==> src/hdl/mme_pkg.sv <==
// mme_pkg: shared types and codes of the matrix multiply engine
// used by mme_controller, mme_datapath and matrix_multiply_engine
// no dependencies
package mme_pkg;

    // request command codes
    localparam logic [1:0] CMD_LOAD_A  = 2'd0;
    localparam logic [1:0] CMD_LOAD_B  = 2'd1;
    localparam logic [1:0] CMD_COMPUTE = 2'd2;

    // configuration register indexes
    localparam logic [1:0] REG_ROWS_A = 2'd0;
    localparam logic [1:0] REG_COLS_A = 2'd1;
    localparam logic [1:0] REG_ROWS_B = 2'd2;
    localparam logic [1:0] REG_COLS_B = 2'd3;

    // fixed field widths
    localparam int COORD_W  = 3;
    localparam int VALUE_W  = 16;
    localparam int RESULT_W = 32;
    localparam int CFG_W    = 4;

    // one multiply-accumulate step issued by the controller
    typedef struct packed {
        logic               valid;
        logic               first;    // first term of a result element
        logic               lastk;    // final term of a result element
        logic               err;      // shape error result
        logic               last;     // final result of the compute
        logic [COORD_W-1:0] row;
        logic [COORD_W-1:0] col;
    } step_t;

    // controller to datapath command group
    typedef struct packed {
        logic  load_a;
        logic  load_b;
        step_t step;
    } cmd_t;

endpackage

==> src/hdl/mme_controller.sv <==
// mme_controller: configuration registers, request decode and the
// sequencer that walks result elements and their inner terms
// depends on mme_pkg
module mme_controller import mme_pkg::*; #(
    parameter int MAX_DIM = 8
) (
    input  logic                                aclk,
    input  logic                                aresetn,
    input  logic                                cfg_wr_en,
    input  logic [1:0]                          cfg_index,
    input  logic [CFG_W-1:0]                    cfg_wr_data,
    input  logic                                req_valid,
    output logic                                req_ready,
    input  logic [1:0]                          req_command,
    input  logic [COORD_W-1:0]                  req_row,
    input  logic [COORD_W-1:0]                  req_column,
    input  logic                                busy,
    output cmd_t                                cmd,
    output logic [$clog2(MAX_DIM*MAX_DIM)-1:0]  wr_addr,
    output logic [$clog2(MAX_DIM*MAX_DIM)-1:0]  rd_addr_a,
    output logic [$clog2(MAX_DIM*MAX_DIM)-1:0]  rd_addr_b
);

    localparam int IDX_W  = (MAX_DIM > 1) ? $clog2(MAX_DIM) : 1;
    localparam int ADDR_W = $clog2(MAX_DIM*MAX_DIM);

    localparam logic [1:0] ST_IDLE  = 2'd0;
    localparam logic [1:0] ST_WAIT  = 2'd1;
    localparam logic [1:0] ST_ISSUE = 2'd2;

    logic [1:0]       state_reg, state_next;
    logic [CFG_W-1:0] rows_a_reg, cols_a_reg, rows_b_reg, cols_b_reg;
    logic [IDX_W-1:0] i_reg, i_next, j_reg, j_next, k_reg, k_next;
    logic [IDX_W-1:0] lim_i_reg, lim_i_next, lim_j_reg, lim_j_next;
    logic [IDX_W-1:0] lim_k_reg, lim_k_next;
    logic             vec_reg, vec_next, as_row_reg, as_row_next;
    logic             err_reg, err_next;

    logic             accept;
    logic             in_range;
    logic [IDX_W-1:0] lra, lca, lrb, lcb, vlen, vmin;
    logic             vec_mode, shape_bad;
    logic             k_done, elem_last;

    // size register to highest index, out of range values clamped
    function automatic logic [IDX_W-1:0] dim_limit(input logic [CFG_W-1:0] v);
        if (v == '0) begin
            return '0;
        end
        if (v > CFG_W'(MAX_DIM)) begin
            return IDX_W'(MAX_DIM - 1);
        end
        return IDX_W'(v - CFG_W'(1));
    endfunction

    // configuration registers
    always_ff @(posedge aclk) begin
        if (!aresetn) begin
            rows_a_reg <= CFG_W'(1);
            cols_a_reg <= CFG_W'(1);
            rows_b_reg <= CFG_W'(1);
            cols_b_reg <= CFG_W'(1);
        end else if (cfg_wr_en) begin
            case (cfg_index)
                REG_ROWS_A: rows_a_reg <= cfg_wr_data;
                REG_COLS_A: cols_a_reg <= cfg_wr_data;
                REG_ROWS_B: rows_b_reg <= cfg_wr_data;
                REG_COLS_B: cols_b_reg <= cfg_wr_data;
                default:    rows_a_reg <= rows_a_reg;
            endcase
        end
    end

    // shape decode
    always_comb begin
        lra       = dim_limit(rows_a_reg);
        lca       = dim_limit(cols_a_reg);
        lrb       = dim_limit(rows_b_reg);
        lcb       = dim_limit(cols_b_reg);
        vec_mode  = (lrb == '0) || (lcb == '0);
        vlen      = (lrb == '0) ? lcb : lrb;
        vmin      = (lca < vlen) ? lca : vlen;
        shape_bad = !vec_mode && (lrb != lca);
    end

    // request decode and load write address
    assign req_ready = (state_reg == ST_IDLE);
    assign accept    = req_valid && req_ready;
    assign in_range  = ({1'b0, req_row} < (COORD_W+1)'(MAX_DIM)) &&
                       ({1'b0, req_column} < (COORD_W+1)'(MAX_DIM));
    assign wr_addr   = ADDR_W'(req_row) * ADDR_W'(MAX_DIM) + ADDR_W'(req_column);

    // step status
    assign k_done    = (k_reg == lim_k_reg);
    assign elem_last = (i_reg == lim_i_reg) && (j_reg == lim_j_reg);

    // sequencer
    always_comb begin
        state_next  = state_reg;
        i_next      = i_reg;
        j_next      = j_reg;
        k_next      = k_reg;
        lim_i_next  = lim_i_reg;
        lim_j_next  = lim_j_reg;
        lim_k_next  = lim_k_reg;
        vec_next    = vec_reg;
        as_row_next = as_row_reg;
        err_next    = err_reg;
        case (state_reg)
            ST_IDLE: begin
                if (accept && req_command == CMD_COMPUTE) begin
                    state_next  = ST_WAIT;
                    i_next      = '0;
                    j_next      = '0;
                    k_next      = '0;
                    vec_next    = vec_mode;
                    as_row_next = (lrb == '0);
                    err_next    = shape_bad;
                    lim_i_next  = shape_bad ? '0 : lra;
                    lim_j_next  = (shape_bad || vec_mode) ? '0 : lcb;
                    lim_k_next  = shape_bad ? '0 : (vec_mode ? vmin : lca);
                end
            end
            ST_WAIT: begin
                if (!busy) begin
                    state_next = ST_ISSUE;
                end
            end
            ST_ISSUE: begin
                if (k_done) begin
                    k_next = '0;
                    if (elem_last) begin
                        state_next = ST_IDLE;
                    end else begin
                        state_next = ST_WAIT;
                        if (j_reg == lim_j_reg) begin
                            j_next = '0;
                            i_next = i_reg + IDX_W'(1);
                        end else begin
                            j_next = j_reg + IDX_W'(1);
                        end
                    end
                end else begin
                    k_next = k_reg + IDX_W'(1);
                end
            end
            default: begin
                state_next = ST_IDLE;
            end
        endcase
    end

    always_ff @(posedge aclk) begin
        if (!aresetn) begin
            state_reg <= ST_IDLE;
        end else begin
            state_reg <= state_next;
        end
    end

    always_ff @(posedge aclk) begin
        i_reg      <= i_next;
        j_reg      <= j_next;
        k_reg      <= k_next;
        lim_i_reg  <= lim_i_next;
        lim_j_reg  <= lim_j_next;
        lim_k_reg  <= lim_k_next;
        vec_reg    <= vec_next;
        as_row_reg <= as_row_next;
        err_reg    <= err_next;
    end

    // read addresses of the current term
    always_comb begin
        rd_addr_a = ADDR_W'(i_reg) * ADDR_W'(MAX_DIM) + ADDR_W'(k_reg);
        if (vec_reg && as_row_reg) begin
            rd_addr_b = ADDR_W'(k_reg);
        end else if (vec_reg) begin
            rd_addr_b = ADDR_W'(k_reg) * ADDR_W'(MAX_DIM);
        end else begin
            rd_addr_b = ADDR_W'(k_reg) * ADDR_W'(MAX_DIM) + ADDR_W'(j_reg);
        end
    end

    // command group
    always_comb begin
        cmd.load_a     = accept && (req_command == CMD_LOAD_A) && in_range;
        cmd.load_b     = accept && (req_command == CMD_LOAD_B) && in_range;
        cmd.step.valid = (state_reg == ST_ISSUE);
        cmd.step.first = (k_reg == '0);
        cmd.step.lastk = k_done;
        cmd.step.err   = err_reg;
        cmd.step.last  = elem_last;
        cmd.step.row   = vec_reg ? '0 : COORD_W'(i_reg);
        cmd.step.col   = vec_reg ? COORD_W'(i_reg) : COORD_W'(j_reg);
    end

endmodule

==> src/hdl/mme_datapath.sv <==
// mme_datapath: element stores, multiplier, accumulator, saturation
// and the result register
// depends on mme_pkg
module mme_datapath import mme_pkg::*; #(
    parameter int MAX_DIM = 8
) (
    input  logic                                aclk,
    input  logic                                aresetn,
    input  cmd_t                                cmd,
    input  logic [$clog2(MAX_DIM*MAX_DIM)-1:0]  wr_addr,
    input  logic [$clog2(MAX_DIM*MAX_DIM)-1:0]  rd_addr_a,
    input  logic [$clog2(MAX_DIM*MAX_DIM)-1:0]  rd_addr_b,
    input  logic signed [VALUE_W-1:0]           wr_data,
    output logic                                busy,
    output logic                                out_valid,
    input  logic                                out_ready,
    output logic [COORD_W-1:0]                  out_row,
    output logic [COORD_W-1:0]                  out_col,
    output logic signed [RESULT_W-1:0]          out_result,
    output logic                                out_err,
    output logic                                out_last
);

    localparam int DEPTH  = MAX_DIM * MAX_DIM;
    localparam int CNT_W  = $clog2(MAX_DIM + 1);
    localparam int ACC_W  = 2 * VALUE_W + CNT_W;
    localparam int PROD_W = 2 * VALUE_W;

    logic signed [VALUE_W-1:0]  mem_a [DEPTH];
    logic signed [VALUE_W-1:0]  mem_b [DEPTH];
    logic signed [VALUE_W-1:0]  a_reg, b_reg;
    logic signed [PROD_W-1:0]   prod_reg;
    logic signed [ACC_W-1:0]    acc_reg, acc_next, prod_ext;
    logic signed [RESULT_W-1:0] sat_value;
    logic [ACC_W-RESULT_W:0]    acc_top;
    step_t                      s1_reg, s2_reg;
    logic                       out_valid_reg;
    logic [COORD_W-1:0]         out_row_reg, out_col_reg;
    logic signed [RESULT_W-1:0] out_result_reg;
    logic                       out_err_reg, out_last_reg;

    // element stores, one write and one registered read each
    always_ff @(posedge aclk) begin
        if (cmd.load_a) begin
            mem_a[wr_addr] <= wr_data;
        end
        a_reg <= mem_a[rd_addr_a];
    end

    always_ff @(posedge aclk) begin
        if (cmd.load_b) begin
            mem_b[wr_addr] <= wr_data;
        end
        b_reg <= mem_b[rd_addr_b];
    end

    // step tags follow the data through the pipe
    always_ff @(posedge aclk) begin
        if (!aresetn) begin
            s1_reg <= '0;
            s2_reg <= '0;
        end else begin
            s1_reg <= cmd.step;
            s2_reg <= s1_reg;
        end
    end

    // exact product of two q8.8 terms
    always_ff @(posedge aclk) begin
        prod_reg <= a_reg * b_reg;
    end

    // accumulate terms of one result element
    assign prod_ext = ACC_W'(prod_reg);
    assign acc_next = s2_reg.first ? prod_ext : acc_reg + prod_ext;

    always_ff @(posedge aclk) begin
        if (s2_reg.valid) begin
            acc_reg <= acc_next;
        end
    end

    // saturate the wide sum to 32 bits
    assign acc_top = acc_next[ACC_W-1:RESULT_W-1];
    always_comb begin
        if ((&acc_top) || !(|acc_top)) begin
            sat_value = acc_next[RESULT_W-1:0];
        end else if (acc_next[ACC_W-1]) begin
            sat_value = {1'b1, {(RESULT_W-1){1'b0}}};
        end else begin
            sat_value = {1'b0, {(RESULT_W-1){1'b1}}};
        end
    end

    // result register
    always_ff @(posedge aclk) begin
        if (!aresetn) begin
            out_valid_reg <= 1'b0;
        end else if (s2_reg.valid && s2_reg.lastk) begin
            out_valid_reg <= 1'b1;
        end else if (out_ready) begin
            out_valid_reg <= 1'b0;
        end
    end

    always_ff @(posedge aclk) begin
        if (s2_reg.valid && s2_reg.lastk) begin
            out_row_reg    <= s2_reg.row;
            out_col_reg    <= s2_reg.col;
            out_result_reg <= s2_reg.err ? '0 : sat_value;
            out_err_reg    <= s2_reg.err;
            out_last_reg   <= s2_reg.last;
        end
    end

    assign busy       = s1_reg.valid || s2_reg.valid || out_valid_reg;
    assign out_valid  = out_valid_reg;
    assign out_row    = out_row_reg;
    assign out_col    = out_col_reg;
    assign out_result = out_result_reg;
    assign out_err    = out_err_reg;
    assign out_last   = out_last_reg;

endmodule

==> src/hdl/matrix_multiply_engine.sv <==
// matrix_multiply_engine: top level, stream ports and configuration port
// depends on mme_pkg, mme_controller, mme_datapath
//
// Input stream: each request loads one element of A or B (tuser command
// 0 or 1) or starts a compute (command 2). Loads are taken one per cycle
// while no compute is being sequenced; a load outside the store or an
// unknown command is dropped. Sizes come from the four configuration
// registers, which the user must write only while the block is idle;
// the block itself does not enforce this. A compute walks the result in
// row-major order. Each result element passes the wait state, then one
// inner term per cycle (len = cols_a, or the shorter of cols_a and the
// vector length in vector mode) goes through the single multiplier and
// accumulator, then through the store read, product and result
// registers. The next element starts only once the result register has
// been taken, so a stalled receiver simply holds the engine; nothing is lost.
// Output stream: tlast marks the final result of a compute, tuser carries
// the shape error flag. Reset (aresetn low, synchronous) empties the
// pipe and the result register and sets all sizes to 1; element stores
// keep no defined contents until written.
module matrix_multiply_engine import mme_pkg::*; #(
    parameter int MAX_DIM = 8
) (
    input  logic        aclk,
    input  logic        aresetn,
    // configuration port
    input  logic        cfg_wr_en,
    input  logic [1:0]  cfg_index,
    input  logic [3:0]  cfg_wr_data,
    // request stream
    input  logic        s_tvalid,
    output logic        s_tready,
    input  logic [23:0] s_tdata,   // row[2:0], column[5:3], value[21:6], zero pad
    input  logic [1:0]  s_tuser,   // command[1:0]
    // result stream
    output logic        m_tvalid,
    input  logic        m_tready,
    output logic [39:0] m_tdata,   // out_row[2:0], out_column[5:3], result[37:6], pad
    output logic        m_tuser,   // shape_error[0]
    output logic        m_tlast
);

    localparam int ADDR_W = $clog2(MAX_DIM*MAX_DIM);

    cmd_t                       cmd;
    logic                       busy;
    logic [ADDR_W-1:0]          wr_addr, rd_addr_a, rd_addr_b;
    logic [COORD_W-1:0]         out_row, out_col;
    logic signed [RESULT_W-1:0] out_result;

    mme_controller #(
        .MAX_DIM (MAX_DIM)
    ) u_ctrl (
        .aclk        (aclk),
        .aresetn     (aresetn),
        .cfg_wr_en   (cfg_wr_en),
        .cfg_index   (cfg_index),
        .cfg_wr_data (cfg_wr_data),
        .req_valid   (s_tvalid),
        .req_ready   (s_tready),
        .req_command (s_tuser),
        .req_row     (s_tdata[2:0]),
        .req_column  (s_tdata[5:3]),
        .busy        (busy),
        .cmd         (cmd),
        .wr_addr     (wr_addr),
        .rd_addr_a   (rd_addr_a),
        .rd_addr_b   (rd_addr_b)
    );

    mme_datapath #(
        .MAX_DIM (MAX_DIM)
    ) u_dp (
        .aclk       (aclk),
        .aresetn    (aresetn),
        .cmd        (cmd),
        .wr_addr    (wr_addr),
        .rd_addr_a  (rd_addr_a),
        .rd_addr_b  (rd_addr_b),
        .wr_data    (s_tdata[21:6]),
        .busy       (busy),
        .out_valid  (m_tvalid),
        .out_ready  (m_tready),
        .out_row    (out_row),
        .out_col    (out_col),
        .out_result (out_result),
        .out_err    (m_tuser),
        .out_last   (m_tlast)
    );

    // pack result fields
    assign m_tdata = {2'b00, out_result, out_col, out_row};

endmodule

==> config.mk <==
export PLATFORM = sky130hd
export DESIGN_NAME = matrix_multiply_engine
export DESIGN_NICKNAME = d
export VERILOG_FILES = /design/src/hdl/mme_pkg.sv /design/src/hdl/mme_controller.sv /design/src/hdl/mme_datapath.sv /design/src/hdl/matrix_multiply_engine.sv
export SDC_FILE = /design/constraint.sdc
export NUM_CORES = 2
export LEC_CHECK = 0
export BUFFER_PORTS_ARGS = -buffer_cell sky130_fd_sc_hd__buf_2
export CAP_MARGIN = 25
export CELL_PAD_IN_SITES_DETAIL_PLACEMENT = 0
export CELL_PAD_IN_SITES_GLOBAL_PLACEMENT = 1
export CORE_UTILIZATION = 49
export DETAILED_ROUTE_END_ITERATION = 16
export PLACE_DENSITY_LB_ADDON = 0.1
export SLEW_MARGIN = 20
export SYNTH_ARGS = -nofsm -noshare
export SYNTH_HDL_FRONTEND = slang
export SYNTH_SLANG_ARGS = --single-unit
==> constraint.sdc <==
create_clock -name aclk -period 6.5 [get_ports aclk]
set_clock_uncertainty 0.2 [all_clocks]
set_input_delay 0.325 -clock aclk [delete_from_list [all_inputs] [get_ports aclk]]
set_output_delay 0.325 -clock aclk [all_outputs]
set_load 0.02 [all_outputs]
==> metrics <==
maxcap violations=0; reg-to-reg setup timing slack=280 ps; crit path cell chain=buf_4 -> buf_4 -> and2_1 -> fa_1 -> fa_1 -> ha_1 -> fa_1 -> inv_1 -> fa_1 -> fa_1 -> inv_1 -> ha_1 -> nand2_1 -> or3b_2 -> a31oi_4 -> o22ai_2 -> a2111oi_1 -> buf_4 -> o41ai_4 -> o2111ai_1 -> a21oi_1 -> xnor2_1; drt total wl=257 mm; setup TNS=0 ps; Die ar.=204,000 um2; syn_area_per_cell=15.0 um2; drt drc=6; DRT antenna net count=0; drt wl/cell=26.4 um; final slew viol count=0; TritonRoute pass-1 iters=12; port bufs=76; EDFF count, synth=2,145; crit end category=flip-flop; vias in the first global route=56.2k; failing checks=design-rule violations; Cell Int Power=40,400 uW; initial core utilization=49.4%; count leader, synth=edfxtp_1; cell taking the most area after synthesis=edfxtp_1; synthesis-to-layout area growth=13.1%; Hold Crit Depth=3; share of power burned in registers=26.1%; post-synthesis sequential area ratio=67.3%; min-delay worst type=input port to flip-flop; layout cells sized above 1=16.1%; Vias=56.3k; delay-heaviest family, CP=adder cells; top-area cell type share of the netlist area=65.2%; cells after synthesis=6,603; P_sw=24,500 uW; outcome=finished, violations left; Max Clock Freq=161 MHz; worst slew pin tran=1140 ps; Area contributors post-synth=edfxtp_1 65%, mux4_2 7.7%, fa_1 5.3%; Crit Path Category=flip-flop to flip-flop; Reg-to-Reg End=u_dp.prod_reg[31]; pwr/cell area=581 nW/um2; Hold Path End=u_dp.mem_b[41][2]; most instantiated cells after synthesis=2,145 x edfxtp_1, 1,236 x nand2_1, 339 x inv_1; synth warn=0; critical path's largest stage delay=510 ps; Initial DRC Count=4,955; Critical Path AT=6700 ps; Worst-path clk slew=60 ps; Hold WS=147 ps; design area=112,000 um2; Final Hold Fails=0; Total GRT Usage=25.4%; worst path required time=6980 ps; pin count of the biggest net entering global routing=115; Worst Path Buf+Inv=5; largest fanout on the critical path=9; period utilisation layout=95.7%; ys flop type=edfxtp_1; Worst-Skew Late Latency=870 ps; clock power share=19.7%; row cnt=164; Tmin final=6220 ps; DP HPWL=156 mm; reg2reg path depth=22; maximum vdd drop=0.00177 V; crit start category=flip-flop; hold wc startpoint=s_tdata[0]; gpl congestion=0.846; asr flop ratio synth=0%; CTS Buf Count=227; H-tree depth=4; Die Ht=451 um; Layout Nets=7,303; #FFs+latches synth=2,250; core area=200,000 um2; Clock Tree Buf Depth=3; Die Span X=451 um; combinational share of power=54.2%; clk root buf=clkbuf_16; Leakage=0.0391 uW; worst reg2reg path startpoint=u_dp.b_reg[2]; mapped cell area=98,800 um2; global-route wire length before repair=380 mm; post-synth cell types=78; CTS tree=built; critical path's most frequent cell=fa_1; GRT Residual Overflow=0; drt via density=5.79; Slowest cell on crit path=or3b_2; initial antenna violation count=11; Final setup viols=0; Sink Count=2,250; Sw Ratio=37.7%; I/O pin cnt=81; slew margin rel.=23.7%; placement-stage cell area=104,000 um2
## tightest hold or removal path, stage by stage
cell and delay [ps]:
buf_2 170, nand3_1 360, nor2_1 150
## power by group through the flow
stage	logic [uW]	registers, uW	clock network, uW
final	35200	16900	12800
after global routing	39900	16900	13500
after CTS	34300	16900	13000
after detailed placement	33600	17200	0
after global placement	33300	17200	0
after floorplan	24100	17100	0
## what timing repair did
| item | 4_1_cts | 5_1_grt |
|---|---|---|
| pin swaps | 0 | 2 |
| endpoints found under the setup margin | 6 | 8 |
| buffers inserted | 0 | 1 |
| hold buffers | 35 | 0 |
| gates resized for setup | 8 | 26 |
| hold endpoints to repair | 829 | 0 |
## how the worst max path moves through the flow
stage | start | end | slack (ps) | cells past startpoint
after floorplan | u_dp.a_reg[8] | u_dp.prod_reg[30] | 390 | 19
after CTS | u_dp.b_reg[5] | u_dp.prod_reg[28] | 0.4 | 24
after global routing | u_dp.a_reg[6] | u_dp.prod_reg[28] | -50 | 24
final | u_dp.b_reg[2] | u_dp.prod_reg[31] | 280 | 22
after detailed placement | u_dp.b_reg[1] | u_dp.prod_reg[31] | -230 | 22
after global placement | u_dp.b_reg[1] | u_dp.prod_reg[31] | -260 | 22
## layout by cell type (no fill, tap or decap), drive strengths merged, types with 19 or more instances in the layout
master / count
a31oi: 75
a21o: 22
inv: 347
a211oi: 57
a311oi: 194
clkinv: 121
nand2b: 31
nor2: 224
nor2b: 25
and2: 153
mux2i: 23
o21ai: 68
fa: 263
a21oi: 129
mux4: 336
and3: 142
xnor2: 55
buf: 386
dfxtp: 105
ha: 127
nand2: 1236
nand3: 291
dlygate4sd3: 35
clkbuf: 273
xor2: 19
edfxtp: 2145
## cell type report
type,count,area (um2)
Clock buffer,273,5970
Inverter,341,1280
Multi-Input combinational cell,3635,29800
Tap cell,2656,3320
Timing Repair Buffer,421,3480
Fill cell,15923,88300
Antenna cell,6,15.0
Clock inverter,150,1350
Sequential cell,2250,66500
## routing by layer
layer,routed length [um],vias up,share of wire (%),GRT usage [%]
met3,15200,368,5.9,3.81
li1,-,25089,-,-
met4,6880,2,2.7,6.79
met2,123000,1672,48,40.8
met1,111000,29184,43,36.2
met5,13,-,0.0051,0
## cells by family after synthesis
| logic type | count (synthesis) | synth area share [%] |
|---|---|---|
| compound gates | 648 | 4.74 |
| xor+xnor | 74 | 0.656 |
| fa+ha+maj | 392 | 6.95 |
| buf+inv | 719 | 2.79 |
| flops | 2250 | 67.3 |
| mux | 364 | 7.95 |
| other cells | 1 | 0.00379 |
| simple gates | 2155 | 9.61 |
## through the flow
stage	instances	worst slack, ps	utilization [%]	total power [uW]
after floorplan	6604	393	-	41200
after global placement	9258	-260	51.9	50500
after detailed placement	9264	-227	51.9	50800
after CTS	9722	0.439	55.8	64300
after global routing	9728	-53.0	55.9	70300
final	9732	278	55.9	64900
Power figures use the tool's default switching activity.
